## src/design/threshold_table_level_quantizer_macros.svh

```systemverilog
// ----------------------------------------------------------------------------
// Assertion macros for the threshold table level quantizer
// Shared property wrappers: same-cycle and next-cycle implication under reset.
// ----------------------------------------------------------------------------
`ifndef THRESHOLD_TABLE_LEVEL_QUANTIZER_MACROS_SVH
`define THRESHOLD_TABLE_LEVEL_QUANTIZER_MACROS_SVH

// antecedent implies consequent in the same cycle
`define TTLQ_ASSERT_NOW(label, clk, rst_n, ante, cons) \
	label: assert property (@(posedge clk) disable iff (!(rst_n)) (ante) |-> (cons)) \
		else $error("ttlq: same-cycle check failed");

// antecedent implies consequent in the next cycle
`define TTLQ_ASSERT_NEXT(label, clk, rst_n, ante, cons) \
	label: assert property (@(posedge clk) disable iff (!(rst_n)) (ante) |=> (cons)) \
		else $error("ttlq: next-cycle check failed");

`endif

```

## src/design/ttlq_pkg.sv

```systemverilog
// ----------------------------------------------------------------------------
// ttlq_pkg
// Types, codes and constants shared by the threshold table level quantizer.
// ----------------------------------------------------------------------------
package ttlq_pkg;

	localparam int TABLE_DEPTH_DEF = 256;
	localparam int MAX_LEVELS_DEF  = 191;

	localparam int SAMPLE_W    = 32;
	localparam int THRESH_W    = 24;
	localparam int FRAC_BITS   = 8;
	localparam int IDX_W       = 8;
	localparam int LEVEL_W     = 8;
	localparam int MODE_W      = 2;
	localparam int CFG_IDX_W   = 2;
	localparam int CFG_DATA_W  = 8;

	localparam int MISSING_FLOOR = -90000;
	localparam int SR2_SPLIT     = 63;
	localparam int SR2_END       = 127;

	localparam logic signed [SAMPLE_W-1:0] FLOOR_W =
		SAMPLE_W'(MISSING_FLOOR * (1 << FRAC_BITS));

	// input operation codes
	localparam logic OP_WRITE    = 1'b0;
	localparam logic OP_CLASSIFY = 1'b1;

	// configuration register indexes
	localparam logic [CFG_IDX_W-1:0] CFG_MODE      = CFG_IDX_W'(0);
	localparam logic [CFG_IDX_W-1:0] CFG_ROW_COUNT = CFG_IDX_W'(1);

	// search modes
	localparam logic [MODE_W-1:0] MODE_DEFAULT = MODE_W'(0);
	localparam logic [MODE_W-1:0] MODE_SR2     = MODE_W'(1);
	localparam logic [MODE_W-1:0] MODE_SRJ     = MODE_W'(2);

	typedef enum logic [1:0] {
		ST_IDLE,
		ST_SCAN,
		ST_HOLD
	} state_t;

	// controller to datapath
	typedef struct packed {
		logic             wr_en;
		logic             capture;
		logic             shift;
		logic [IDX_W-1:0] rd_addr;
	} dp_cmd_t;

	// datapath to controller
	typedef struct packed {
		logic ge_cur;
		logic eq_cur;
		logic ge_prev;
		logic eq_prev;
		logic is_neg;
		logic below_floor;
	} dp_stat_t;

endpackage

```

## src/design/ttlq_ctrl.sv

```systemverilog
// ----------------------------------------------------------------------------
// ttlq_ctrl
// Sequencer for table writes and row scans, config and output registers.
// ----------------------------------------------------------------------------
module ttlq_ctrl #(
	parameter int MAX_LEVELS = ttlq_pkg::MAX_LEVELS_DEF
) (
	input  logic                                 clk,
	input  logic                                 arst_n,
	input  logic                                 in_valid,
	output logic                                 in_ready,
	input  logic                                 op,
	input  logic                                 last_sample,
	output logic                                 out_valid,
	input  logic                                 out_ready,
	output logic [ttlq_pkg::LEVEL_W-1:0]         level,
	output logic                                 last,
	input  logic                                 cfg_valid,
	input  logic [ttlq_pkg::CFG_IDX_W-1:0]       cfg_index,
	input  logic [ttlq_pkg::CFG_DATA_W-1:0]      cfg_data,
	output ttlq_pkg::dp_cmd_t                    cmd,
	input  ttlq_pkg::dp_stat_t                   stat
);

	localparam int NW = ttlq_pkg::IDX_W + 1;

	ttlq_pkg::state_t state_q, state_d;

	logic [ttlq_pkg::MODE_W-1:0]  mode_q;
	logic [ttlq_pkg::IDX_W-1:0]   row_count_q;
	logic [ttlq_pkg::IDX_W-1:0]   k_q;
	logic [ttlq_pkg::LEVEL_W-1:0] res_q;
	logic                         item_last_q;
	logic                         out_valid_q;
	logic [ttlq_pkg::LEVEL_W-1:0] level_q;
	logic                         last_q;

	logic [NW-1:0]                nlev_raw;
	logic [NW-1:0]                nlev;
	logic                         nlev_one;
	logic [ttlq_pkg::IDX_W-1:0]   last_k;
	logic [ttlq_pkg::IDX_W-1:0]   k_inc;
	logic                         up_pair;
	logic                         down_pair;
	logic                         scan_done;
	logic [ttlq_pkg::LEVEL_W-1:0] scan_level;
	logic                         accept;
	logic                         out_free;

	assign accept   = in_valid && in_ready;
	assign out_free = !out_valid_q || out_ready;
	assign k_inc    = k_q + ttlq_pkg::IDX_W'(1);

	assign nlev_raw = NW'(row_count_q) + NW'(1);
	assign nlev     = (nlev_raw > NW'(MAX_LEVELS)) ? NW'(MAX_LEVELS) : nlev_raw;
	assign nlev_one = nlev == NW'(1);
	assign last_k   = ttlq_pkg::IDX_W'(nlev - NW'(2));

	// prev row is the lower bound going up, the upper bound going down
	assign up_pair   = (stat.eq_prev && stat.eq_cur) || (stat.ge_prev && !stat.ge_cur);
	assign down_pair = (stat.eq_prev && stat.eq_cur) || (stat.ge_cur && !stat.ge_prev);

	// decide on the row that just arrived
	always_comb begin
		scan_done  = 1'b0;
		scan_level = '0;
		unique case (mode_q)
			ttlq_pkg::MODE_SR2: begin
				if (stat.below_floor) begin
					scan_done = 1'b1;
				end else if (k_q != '0 && k_q <= ttlq_pkg::IDX_W'(ttlq_pkg::SR2_SPLIT)
						&& up_pair) begin
					scan_done  = 1'b1;
					scan_level = k_q;
				end else if (k_q == ttlq_pkg::IDX_W'(ttlq_pkg::SR2_SPLIT) && stat.ge_cur) begin
					scan_done  = 1'b1;
					scan_level = k_inc;
				end else if (k_q > ttlq_pkg::IDX_W'(ttlq_pkg::SR2_SPLIT) && down_pair) begin
					scan_done  = 1'b1;
					scan_level = k_inc;
				end else if (k_q == ttlq_pkg::IDX_W'(ttlq_pkg::SR2_END)) begin
					scan_done  = 1'b1;
					scan_level = ttlq_pkg::LEVEL_W'(ttlq_pkg::SR2_END);
				end
			end
			ttlq_pkg::MODE_SRJ: begin
				if (stat.below_floor || nlev_one) begin
					scan_done = 1'b1;
				end else if (stat.eq_cur || k_q == last_k) begin
					// no match by the last row gives the top level, also k+1
					scan_done  = 1'b1;
					scan_level = k_inc;
				end
			end
			default: begin
				if (stat.is_neg || nlev_one) begin
					scan_done = 1'b1;
				end else if (k_q != '0 && up_pair) begin
					scan_done  = 1'b1;
					scan_level = k_q;
				end else if (k_q == last_k) begin
					// open top interval and the fallback both land on nlev-1
					scan_done  = 1'b1;
					scan_level = k_inc;
				end
			end
		endcase
	end

	always_comb begin
		state_d = state_q;
		unique case (state_q)
			ttlq_pkg::ST_IDLE: begin
				if (accept && op == ttlq_pkg::OP_CLASSIFY) begin
					state_d = ttlq_pkg::ST_SCAN;
				end
			end
			ttlq_pkg::ST_SCAN: begin
				if (scan_done) begin
					state_d = ttlq_pkg::ST_HOLD;
				end
			end
			ttlq_pkg::ST_HOLD: begin
				if (out_free) begin
					state_d = ttlq_pkg::ST_IDLE;
				end
			end
			default: state_d = ttlq_pkg::ST_IDLE;
		endcase
	end

	always_comb begin
		in_ready    = 1'b0;
		cmd.wr_en   = 1'b0;
		cmd.capture = 1'b0;
		cmd.shift   = 1'b0;
		cmd.rd_addr = '0;
		unique case (state_q)
			ttlq_pkg::ST_IDLE: begin
				in_ready    = 1'b1;
				cmd.wr_en   = in_valid && op == ttlq_pkg::OP_WRITE;
				cmd.capture = in_valid && op == ttlq_pkg::OP_CLASSIFY;
			end
			ttlq_pkg::ST_SCAN: begin
				cmd.shift   = 1'b1;
				cmd.rd_addr = k_inc;
			end
			ttlq_pkg::ST_HOLD: begin
			end
			default: begin
			end
		endcase
	end

	always_ff @(posedge clk or negedge arst_n) begin
		if (!arst_n) begin
			state_q     <= ttlq_pkg::ST_IDLE;
			mode_q      <= ttlq_pkg::MODE_DEFAULT;
			row_count_q <= '0;
			k_q         <= '0;
			out_valid_q <= 1'b0;
		end else begin
			state_q <= state_d;
			if (cfg_valid) begin
				unique case (cfg_index)
					ttlq_pkg::CFG_MODE:      mode_q      <= cfg_data[ttlq_pkg::MODE_W-1:0];
					ttlq_pkg::CFG_ROW_COUNT: row_count_q <= cfg_data;
					default: begin
					end
				endcase
			end
			if (state_q == ttlq_pkg::ST_SCAN) begin
				k_q <= k_inc;
			end else begin
				k_q <= '0;
			end
			if (state_q == ttlq_pkg::ST_HOLD && out_free) begin
				out_valid_q <= 1'b1;
			end else if (out_ready) begin
				out_valid_q <= 1'b0;
			end
		end
	end

	always_ff @(posedge clk) begin
		if (cmd.capture) begin
			item_last_q <= last_sample;
		end
		if (state_q == ttlq_pkg::ST_SCAN && scan_done) begin
			res_q <= scan_level;
		end
		if (state_q == ttlq_pkg::ST_HOLD && out_free) begin
			level_q <= res_q;
			last_q  <= item_last_q;
		end
	end

	assign out_valid = out_valid_q;
	assign level     = level_q;
	assign last      = last_q;

endmodule
```

## config.mk

```make
export PLATFORM = sky130hd
export DESIGN_NAME = ttlq_ctrl
export DESIGN_NICKNAME = d
export VERILOG_FILES = /design/src/design/threshold_table_level_quantizer_macros.svh /design/src/design/ttlq_pkg.sv /design/src/design/ttlq_ctrl.sv
export SDC_FILE = /design/constraint.sdc
export NUM_CORES = 1
export LEC_CHECK = 0
export CAP_MARGIN = 0
export CORE_MARGIN = 1.5
export CORE_UTILIZATION = 51
export CTS_CLUSTER_SIZE = 12
export DETAILED_ROUTE_END_ITERATION = 12
export DONT_BUFFER_PORTS = 1
export GPL_TIMING_DRIVEN = 0
export PLACE_DENSITY = 0.68
export SLEW_MARGIN = 10
export SYNTH_ARGS = -nofsm -noshare
export SYNTH_HDL_FRONTEND = slang
export SYNTH_SLANG_ARGS = --single-unit
```

## constraint.sdc

```tcl
create_clock -name clk -period 11.05 [get_ports clk]
set_input_delay 1.6575 -clock clk [delete_from_list [all_inputs] [get_ports clk]]
set_output_delay 1.6575 -clock clk [all_outputs]
set_load 0.01 [all_outputs]
```

== Yosys cells after proc, flatten, opt, wreduce, memory -nomap -nowiden ==
Cells that the tools add are included.

* Order comparisons: 3
* Reduce and logical (&&, ||, !) cells: 30
* Muxes and demuxes: 33
* Eq/ne operators: 12
* Bitwise gates (word level): 1
* Add/sub/neg operators: 3

{| class="wikitable"
|+ Operators by type and width
! operator !! number
|-
| 8-bit two-way mux || 10
|-
| 9-bit two-way mux || 2
|-
| 8-bit case mux with 2 select lines || 1
|-
| 1-bit logical AND || 14
|-
| 1-bit two-way mux || 13
|-
| 8-bit by 1-bit adder with 9-bit output (second input constant) || 1
|-
| 9-bit by 1-bit equality test with 1-bit output (second input constant) || 1
|-
| 9-bit by 8-bit > comparator with 1-bit output (second input constant) || 1
|-
| 8-bit by 1-bit adder with 8-bit output (second input constant) || 1
|-
| 8-bit by 6-bit equality test with 1-bit output (second input constant) || 1
|-
| 8-bit by 7-bit equality test with 1-bit output (second input constant) || 1
|-
| 8-bit equality test || 1
|-
| 8-bit by 6-bit > comparator with 1-bit output (second input constant) || 1
|-
| 8-bit by 6-bit <= comparator with 1-bit output (second input constant) || 1
|-
| 2-bit two-way mux || 4
|-
| 8-bit nonzero test || 1
|-
| 8-bit by 2-bit subtractor with 8-bit output (second input constant) || 1
|-
| 7-bit two-way mux || 1
|-
| 2-bit by 1-bit equality test with 1-bit output (second input constant) || 3
|-
| 1-bit logical OR || 6
|-
| 2-bit inequality test (second input constant) || 3
|-
| 2-bit case mux with 3 select lines || 1
|-
| 2-bit equality test (second input constant) || 2
|-
| 2-bit zero test || 2
|-
| other kinds (6) || 9
|}

* Flip-flop bits (word level): 39
* Input bits: 23

== Logic depth before layout (Yosys ltp) ==
Gate-level depths: netlist of run 1.

* Depth in word-level cells: 11
* Depth in mapped cells: 16

== Least setup slack after synthesis of run 1 ==
OpenSTA, ideal clock, no wires.

* Path type: register to register
* Start: register row_count_q[0] in the netlist's numbering
* End: register res_q[0] in the netlist's numbering (enable)
* Data required time: 10.718 ns
* Buffers on the path: 1
* Stages on the path, launching flop included: 16
* Period minus slack after synthesis: 4.132 ns
* Arrival time: 3.800 ns
* Path slack: 6.918 ns
* Cell sequence: dfrtp_1 > clkbuf_1 > inv_1 > ha_1 > nor4_1 > a32o_1 > and2_1 > nor2_1 > ha_1 > xor2_1 > o221a_2 > o221ai_1 > nor4_4 > nand2_1 > a21oi_1 > and2_1

* Cells in the longest elaborated chain, start to end: 10

{| class="wikitable"
|+ RTL lines
! element !! RTL line !! source
|-
| from (decl) || ttlq_ctrl.sv:30 || <nowiki>logic [ttlq_pkg::IDX_W-1:0] row_count_q;</nowiki>
|-
| from (signal assigned) || ttlq_ctrl.sv:167 || <nowiki>ttlq_pkg::CFG_ROW_COUNT: row_count_q <= cfg_data;</nowiki>
|-
| 8-bit by 1-bit adder with 9-bit output * || ttlq_ctrl.sv:54 || <nowiki>assign nlev_raw = NW'(row_count_q) + NW'(1);</nowiki>
|-
| 9-bit by 8-bit > comparator with 1-bit output || ttlq_ctrl.sv:55 || <nowiki>assign nlev = (nlev_raw > NW'(MAX_LEVELS)) ? NW'(MAX_LEVELS) : nlev_raw;</nowiki>
|-
| 9-bit two-way mux * || ttlq_ctrl.sv:55 ||
|-
| 8-bit by 2-bit subtractor with 8-bit output || ttlq_ctrl.sv:57 || <nowiki>assign last_k = ttlq_pkg::IDX_W'(nlev - NW'(2));</nowiki>
|-
| 8-bit equality test || ttlq_ctrl.sv:89, ttlq_ctrl.sv:101 ||
|-
| 1-bit two-way mux or 1-bit logical OR (tied branches) || ttlq_ctrl.sv:101, ttlq_ctrl.sv:89 ||
|-
| 1-bit two-way mux (on tied branches) || ttlq_ctrl.sv:98, ttlq_ctrl.sv:89 ||
|-
| 1-bit two-way mux (on tied branches) || ttlq_ctrl.sv:96, ttlq_ctrl.sv:87 ||
|-
| 1-bit case mux with 2 select lines * || ttlq_ctrl.sv:67 || <nowiki>unique case (mode_q)</nowiki>
|-
| 1-bit logical AND * || ttlq_ctrl.sv:189 || <nowiki>if (state_q == ttlq_pkg::ST_SCAN && scan_done) begin</nowiki>
|-
| to (signal assigned) || ttlq_ctrl.sv:190 || <nowiki>res_q <= scan_level;</nowiki>
|-
| to (decl) || ttlq_ctrl.sv:32 || <nowiki>logic [ttlq_pkg::LEVEL_W-1:0] res_q;</nowiki>
|}

Every way passes the cells marked *; elsewhere a longest branch is shown, timed or not.
A chain may end at the register's enable or synchronous reset.

== Worst setup path after layout of run 1 ==
* Start: register row_count_q[0] in the netlist's numbering
* End: register res_q[5] in the netlist's numbering (enable)

Same word-level chain as after synthesis.

==> results of run 1 <==
==> worst max-delay path, stage by stage, from the launching register on <==
cell and delay, ns:
dfrtp_1 0.41, clkbuf_1 0.36, inv_1 0.08, ha_1 0.39, nor4_1 0.29, a32o_1 0.36, and2_1 0.24, nor2_1 0.06
ha_1 0.26, xor2_1 0.36, o221a_2 0.26, o221ai_1 0.18, nor4_4 0.51, nand2_1 0.16, a21oi_1 0.27, and2_1 0.40
==> sequential cells by signal (all words and copies together) (netlist names) <==
register     flops
row_count_q      8
res_q            8
level            8
item_last_q      1
state_q          2
mode_q           2
last             1
out_valid        1
k_q              8
==> cell usage after synthesis (all sizes together) (3+ instances only) <==
cell,number,share of area
nand4,8,0.019
o21ai,12,0.022
o22ai,4,0.0093
and2,6,0.015
nor3,5,0.0093
nor4,4,0.015
mux2,9,0.038
a32o,3,0.011
edfxtp,18,0.20
and3,4,0.0093
nand2b,3,0.0070
a31oi,5,0.012
or3,5,0.012
nand2,20,0.028
or2,3,0.0070
nand3,11,0.025
a31o,3,0.0098
xor2,7,0.023
xnor2,8,0.029
inv,17,0.024
a211oi,3,0.0084
clkbuf,6,0.0084
buf,8,0.018
nor2b,3,0.0070
ha,7,0.033
o211ai,3,0.010
dfrtp,21,0.20
a21oi,18,0.034
nor2,25,0.035
==> logic make-up after synthesis <==
kind of cell,synth area share
AOI/OAI and AO/OA,0.221
DFF,0.397
xor gates and xnor gates,0.0517
buffers and inverters,0.0503
adders and majority gates,0.0326
muxes,0.0415
and+or+nand+nor,0.206
==> metal layers <==
metal  GRT usage  part of all wire
met5           0                 0
met4      0.0893             0.024
met3      0.0595             0.069
met2       0.363              0.46
met1       0.297              0.45
==> cells in the final DEF, fill, tap and decap left out, types with 3 or more instances in the layout <==
cell type  instances
a21oi_1           18
mux2_2             9
ha_1               7
o22ai_1            4
nor4_1             3
and2_1             5
o21ai_0           12
nand3_1           10
a31oi_1            5
dfrtp_1           21
nand2_1           20
inv_1             17
and3_1             4
xor2_1             7
xnor2_1            7
or2_2              3
clkbuf_8           5
nor2b_1            3
clkbuf_1           6
nor3_1             5
edfxtp_1          18
nor2_1            25
nand4_1            8
buf_2              6
nand2b_1           3
or3_1              5
a211oi_1           3
a32o_1             3
==> final cells by class <==
cell class | instances | area [µm²] | share of cell area
plain buffers | 14 | 71.3 | 0.0248
clock buffers | 5 | 68.8 | 0.0239
clock inverters | 3 | 38.8 | 0.0135
inverters | 17 | 63.8 | 0.0222
multi-input cells | 216 | 1480 | 0.515
flip-flops and latches | 39 | 1070 | 0.370
well taps | 70 | 87.6 | 0.0304
==> power by group through the flow <==
stage	Combinational (W)	Sequential (W)	Clock [W]
6_report	0.000194	0.000208	0.000114
3_5_place_dp	0.000192	0.000211	0
4_1_cts	0.000193	0.000208	0.000117
2_1_floorplan	0.000155	0.000205	0
5_1_grt	0.000217	0.000212	0.000123
3_3_place_gp	0.000190	0.000210	0
==> metrics by stage <==
| step | setup WS (ns) | cell area [µm²] |
|---|---|---|
| final | 6.11 | 2880 |
| after global routing | 5.73 | 2880 |
| after CTS | 6.12 | 2880 |
| after detailed placement | 6.13 | 2770 |
| after global placement | 6.18 | 2770 |
| after floorplan | 6.92 | 2690 |
==> path summary, 6_finish.rpt <==
| check | end |
|---|---|
| setup / recovery | res_q[5] |
| hold / removal | level[1] |
| setup reg to reg | res_q[5] |
| hold reg to reg | level[1] |
| max in group asynchronous | out_valid |
| min in group asynchronous | k_q[6] |
==> flow_metrics.tcl, run 1 <==
set metrics [dict create \
    status "completed" \
    clk_pin_slew_worst_paths_ns 0.08 \
    numPortBuffers 0 \
    fin_cells 364 \
    grt_usage 0.228 \
    cts_sinks 39 \
    p_switching_w 0.000195 \
    fp.dieW_um 75.6 \
    drcViolationCount 0 \
    cp-start-kind "flop" \
    post_cts.repair.setup_buffers 0 \
    ios 45 \
    drt-initial-drc-count 238 \
    crit_type "reg2reg" \
    grt_pass1_wl_um 9600 \
    num_antenna_cells 0 \
    cts_buffers 5 \
    worstSetupEndpointType "flop" \
    syn_area_per_cell_um2 9.39 \
    cts_resized 0 \
    cp_max_fo 10 \
    setup_viol 0 \
    ys_warn_count 0 \
    p_int_w 0.000321 \
    vias 2199 \
    n_fill_cell 473 \
    slew_headroom 0.470 \
    ant_nets 0 \
    routedWlPerCell_um 16.5 \
    netlist_instances 286 \
    viasPerCell 6.04 \
    clk_latency_ns 0.30 \
    max_cap_viol_count 0 \
    min_from "res_q[1]" \
    cp-startpoint "row_count_q[0]" \
    period_needed_ns 4.94 \
    holdBufCountCts 0 \
    synth_edf_count 18 \
    dp.cells 356 \
    p_comb_frac 0.375 \
    r2r_cells 15 \
    synth_seq_area_share 0.397 \
    antenna_found_initial 0 \
    area_delta_synth_final_pct 7.27 \
    cts_max_level 2 \
    cts_tree "built" \
    switching_share 0.379 \
    hold_depth 0 \
    finalCritPeriodShare 0.447 \
    die_area_um2 5710 \
    synth_flop_cell "dfrtp_1" \
    root_buffer "clkbuf_8" \
    rsz0062_at_grt "no" \
    grt_overflow_total 0 \
    first_global_vias 2111 \
    arrival_ns 4.90 \
    drtPass1Iterations 5 \
    rrSetupSlack_ns 6.11 \
    ys_ff_latch 39 \
    drv_slew 0 \
    worst_pin_slew_ns 0.794 \
    ys_types 64 \
    async_reset_ff_frac 0.538 \
    synth_fp_nets 316 \
    fin_tns_setup_ns 0 \
    hold_path_class "reg2reg" \
    hold_viol_final 0 \
    whs_ns 0.413 \
    grt_max_degree 22 \
    drive_gt1_frac 0.133 \
    rr_startpoint "row_count_q[0]" \
    peakVddDrop_v 0.000110 \
    die_h_um 75.6 \
    final_util 0.564 \
    finalNetCount 323 \
    wirelength_um 6000 \
    p_total_w 0.000516 \
    pwr-share-seq 0.403 \
    worstPathRequired_ns 11.00 \
    fin_skew_ns 0.0110 \
    cts_max_path_buffers 2 \
    initial_utilization 0.526 \
    routabilityCongestion 0.953 \
    coreArea_um2 5110 \
    rows 26 \
    p_leak_nw 1.12 \
    powerDensity_nw_per_um2 179 \
    syn_area_um2 2690 \
    dp_hpwl_um 4650 \
    fmax_mhz 202 \
    clock_power_share 0.222 \
]
Power figures use the tool's default switching activity.
==> inputs of run 2 (changes only) <==
--- a/config.mk
+++ b/config.mk
@@ -5,6 +5,7 @@
 export SDC_FILE = /design/constraint.sdc
 export NUM_CORES = 1
 export LEC_CHECK = 0
+export ABC_AREA = 1
 export CAP_MARGIN = 0
 export CORE_MARGIN = 1.5
 export CORE_UTILIZATION = 51
==> constraint.sdc (replaced) <==
create_clock -name clk -period 5.13 [get_ports clk]
set_input_delay 0.7695 -clock clk [delete_from_list [all_inputs] [get_ports clk]]
set_output_delay 0.7695 -clock clk [all_outputs]
set_load 0.01 [all_outputs]
==> flow_metrics.tcl, run 2 <==
set metrics [dict create \
    grt_pass1_wl_um 8880 \
    layout_commonest_cell "nand2_1" \
    netlist_instances 338 \
    worst-path-buf-inv 6 \
    place_area_um2 2630 \
    p_leak_nw 1.27 \
    synth_seq_area_share 0.419 \
    cts_tree "built" \
    cts_resized 0 \
    cts_max_level 2 \
    first_global_vias 1915 \
    finalNetCount 375 \
    use_met3 0.0631 \
    vias 2167 \
    syn_area_per_cell_um2 7.53 \
    max_cap_viol_count 0 \
    yosys.area.top_type "edfxtp_1" \
    p_total_w 0.00100 \
    cp_top_family "simple AND/OR/NAND/NOR gates" \
    fp.dieW_um 73.6 \
    drtPass1Iterations 5 \
    coreArea_um2 4750 \
    rsz0062_at_grt "no" \
    ys_warn_count 0 \
    pre_cts_slack_ns 1.46 \
    worstSetupEndpoint "res_q[4]" \
    ant_nets 0 \
    drv_slew 0 \
    viasPerCell 5.25 \
    initial_utilization 0.535 \
    synth.most_common_cell "nand2_1" \
    arrival_ns 3.66 \
    clk_latency_ns 0.30 \
    worst_pin_slew_ns 0.745 \
    dp_hpwl_um 4390 \
    crit_slowest_cell "dfrtp_1" \
    syn_area_um2 2540 \
    die_h_um 73.6 \
    max_stage_delay_ns 0.51 \
    n_fill_cell 462 \
    holdBufCountCts 0 \
    cp-startpoint "row_count_q[0]" \
    routedWlPerCell_um 13.5 \
    post_cts.repair.setup_buffers 0 \
    numPortBuffers 0 \
    routabilityCongestion 0.917 \
    cts_buffers 5 \
    wirelength_um 5590 \
    peakVddDrop_v 0.000235 \
    synth_fp_nets 368 \
    busiest_layer "met2" \
    area_delta_synth_final_pct 6.64 \
    fmax_mhz 271 \
    cp-start-kind "flop" \
    async_reset_ff_frac 0.538 \
    ys_types 30 \
    synth_flop_cell "dfrtp_1" \
    hold_viol_final 0 \
    finalCritPeriodShare 0.719 \
    slew_headroom 0.501 \
    layout_setup_ws_ns 1.44 \
    rows 25 \
    synth_top_area_share 0.212 \
    yosys-top-cells-area "edfxtp_1 21%, dfrtp_1 21%, nand2_1 13%" \
    antenna_found_initial 0 \
    use_met2 0.330 \
    r2r-end "res_q[4]" \
    drcViolationCount 0 \
    grt_use_met1 0.307 \
    ys_ff_latch 39 \
    crit_type "reg2reg" \
    setup_viol 0 \
    hold_path_class "in2async" \
    ios 45 \
    worstPathRequired_ns 5.10 \
    num_antenna_cells 0 \
    critical-path-top-cell-by-count "nand2_1" \
    die_area_um2 5420 \
    r2r_cells 26 \
    synth_edf_count 18 \
    rrSetupSlack_ns 1.44 \
    period_needed_ns 3.69 \
    rr_startpoint "row_count_q[0]" \
    synth_commonest_cells "89 x nand2_1, 51 x inv_1, 35 x nor2_1" \
    cp_max_fo 10 \
    grt_usage 0.219 \
    powerDensity_nw_per_um2 369 \
    crit_cells 26 \
    fin_tns_setup_ns 0 \
    worstSetupEndpointType "flop" \
    layout_common_cells "89 x nand2_1, 51 x inv_1, 35 x nor2_1" \
    fin_skew_ns 0.0112 \
    drt-initial-drc-count 144 \
    drive_gt1_frac 0.0809 \
    clk_pin_slew_worst_paths_ns 0.08 \
    grt_max_degree 22 \
    design_area_um2 2710 \
    grt_overflow_total 0 \
    cts_sinks 39 \
    status "completed" \
    root_buffer "clkbuf_8" \
    cts_max_path_buffers 2 \
]
==> run 2: cell types whose count changed after synthesis, sizes merged, moves of 7 or more <==
cell	delta
nand2	+76
inv	+34
nand3	+19
nor2	+15
o21ai	+13
a21oi	-8
mux2	-7
xnor2	-7
==> run 2: stage by stage <==
stage | cells | util | hold slack, ns
after floorplan | 338 | - | 0.400
after global placement | 405 | 0.553 | 0.401
after detailed placement | 405 | 0.553 | 0.409
after CTS | 413 | 0.571 | 0.145
after global routing | 413 | 0.571 | 0.140
final | 413 | 0.571 | 0.154
==> run 2: logic make-up after synthesis <==
logic type / count (synthesis) / share of synthesized area
compound gates: 45 / 0.0989
buf+inv: 56 / 0.0885
fa+ha+maj: 7 / 0.0344
xor+xnor: 11 / 0.0379
mux: 2 / 0.00885
flops: 39 / 0.419
simple gates: 178 / 0.312
==> run 2: layout make-up <==
| type | instances | area (µm²) | area share |
|---|---|---|---|
| Multi-Input combinational cell | 243 | 1250 | 0.462 |
| Sequential cell | 39 | 1070 | 0.393 |
| Inverter | 52 | 195 | 0.0720 |
| Tap cell | 67 | 83.8 | 0.0309 |
| Clock buffer | 6 | 72.6 | 0.0268 |
| Buffer | 4 | 30.0 | 0.0111 |
| Clock inverter | 2 | 12.5 | 0.00461 |
==> run 2: worst min-delay path by stage <==
stage,from,to,slack (ns),depth (start not counted)
finish,arst_n,k_q[2],0.15,0
global route,arst_n,k_q[2],0.14,0
CTS,arst_n,k_q[2],0.15,0
detailed placement,res_q[2],level[2],0.41,0
global placement,item_last_q,last,0.40,0
floorplan,item_last_q,last,0.40,0
==> run 2: routing by layer <==
metal,vias to the layer above,part of all wire
met2,56,0.44
met3,7,0.066
met4,0,0.013
met5,-,0
li1,1109,-
met1,995,0.48
==> run 2: worst reg2reg max path: stages (launching register included) <==
cell and delay [ns]:
dfrtp_1 0.51, inv_1 0.10, ha_1 0.37, inv_1 0.07, nand2_1 0.04, nor2_1 0.08, nand2_1 0.05, nor2_1 0.08
nand2_1 0.06, nand2_2 0.08, nand2_4 0.08, buf_6 0.15, nand2_1 0.05, inv_1 0.04, ha_1 0.27, xor2_1 0.16
nand2_1 0.07, nor2_1 0.09, nand2_1 0.07, nor2_1 0.13, nand3_2 0.11, buf_6 0.16, nand3_2 0.06, nand2_1 0.06
nand2_2 0.06, nand3_1 0.08, inv_1 0.27
==> run 2: power by group <==
part | internal [W] | switching (W)
registers | 0.000399 | 0.0000502
clock network | 0.0000950 | 0.000111
logic | 0.000104 | 0.000242
total | 0.000598 | 0.000403
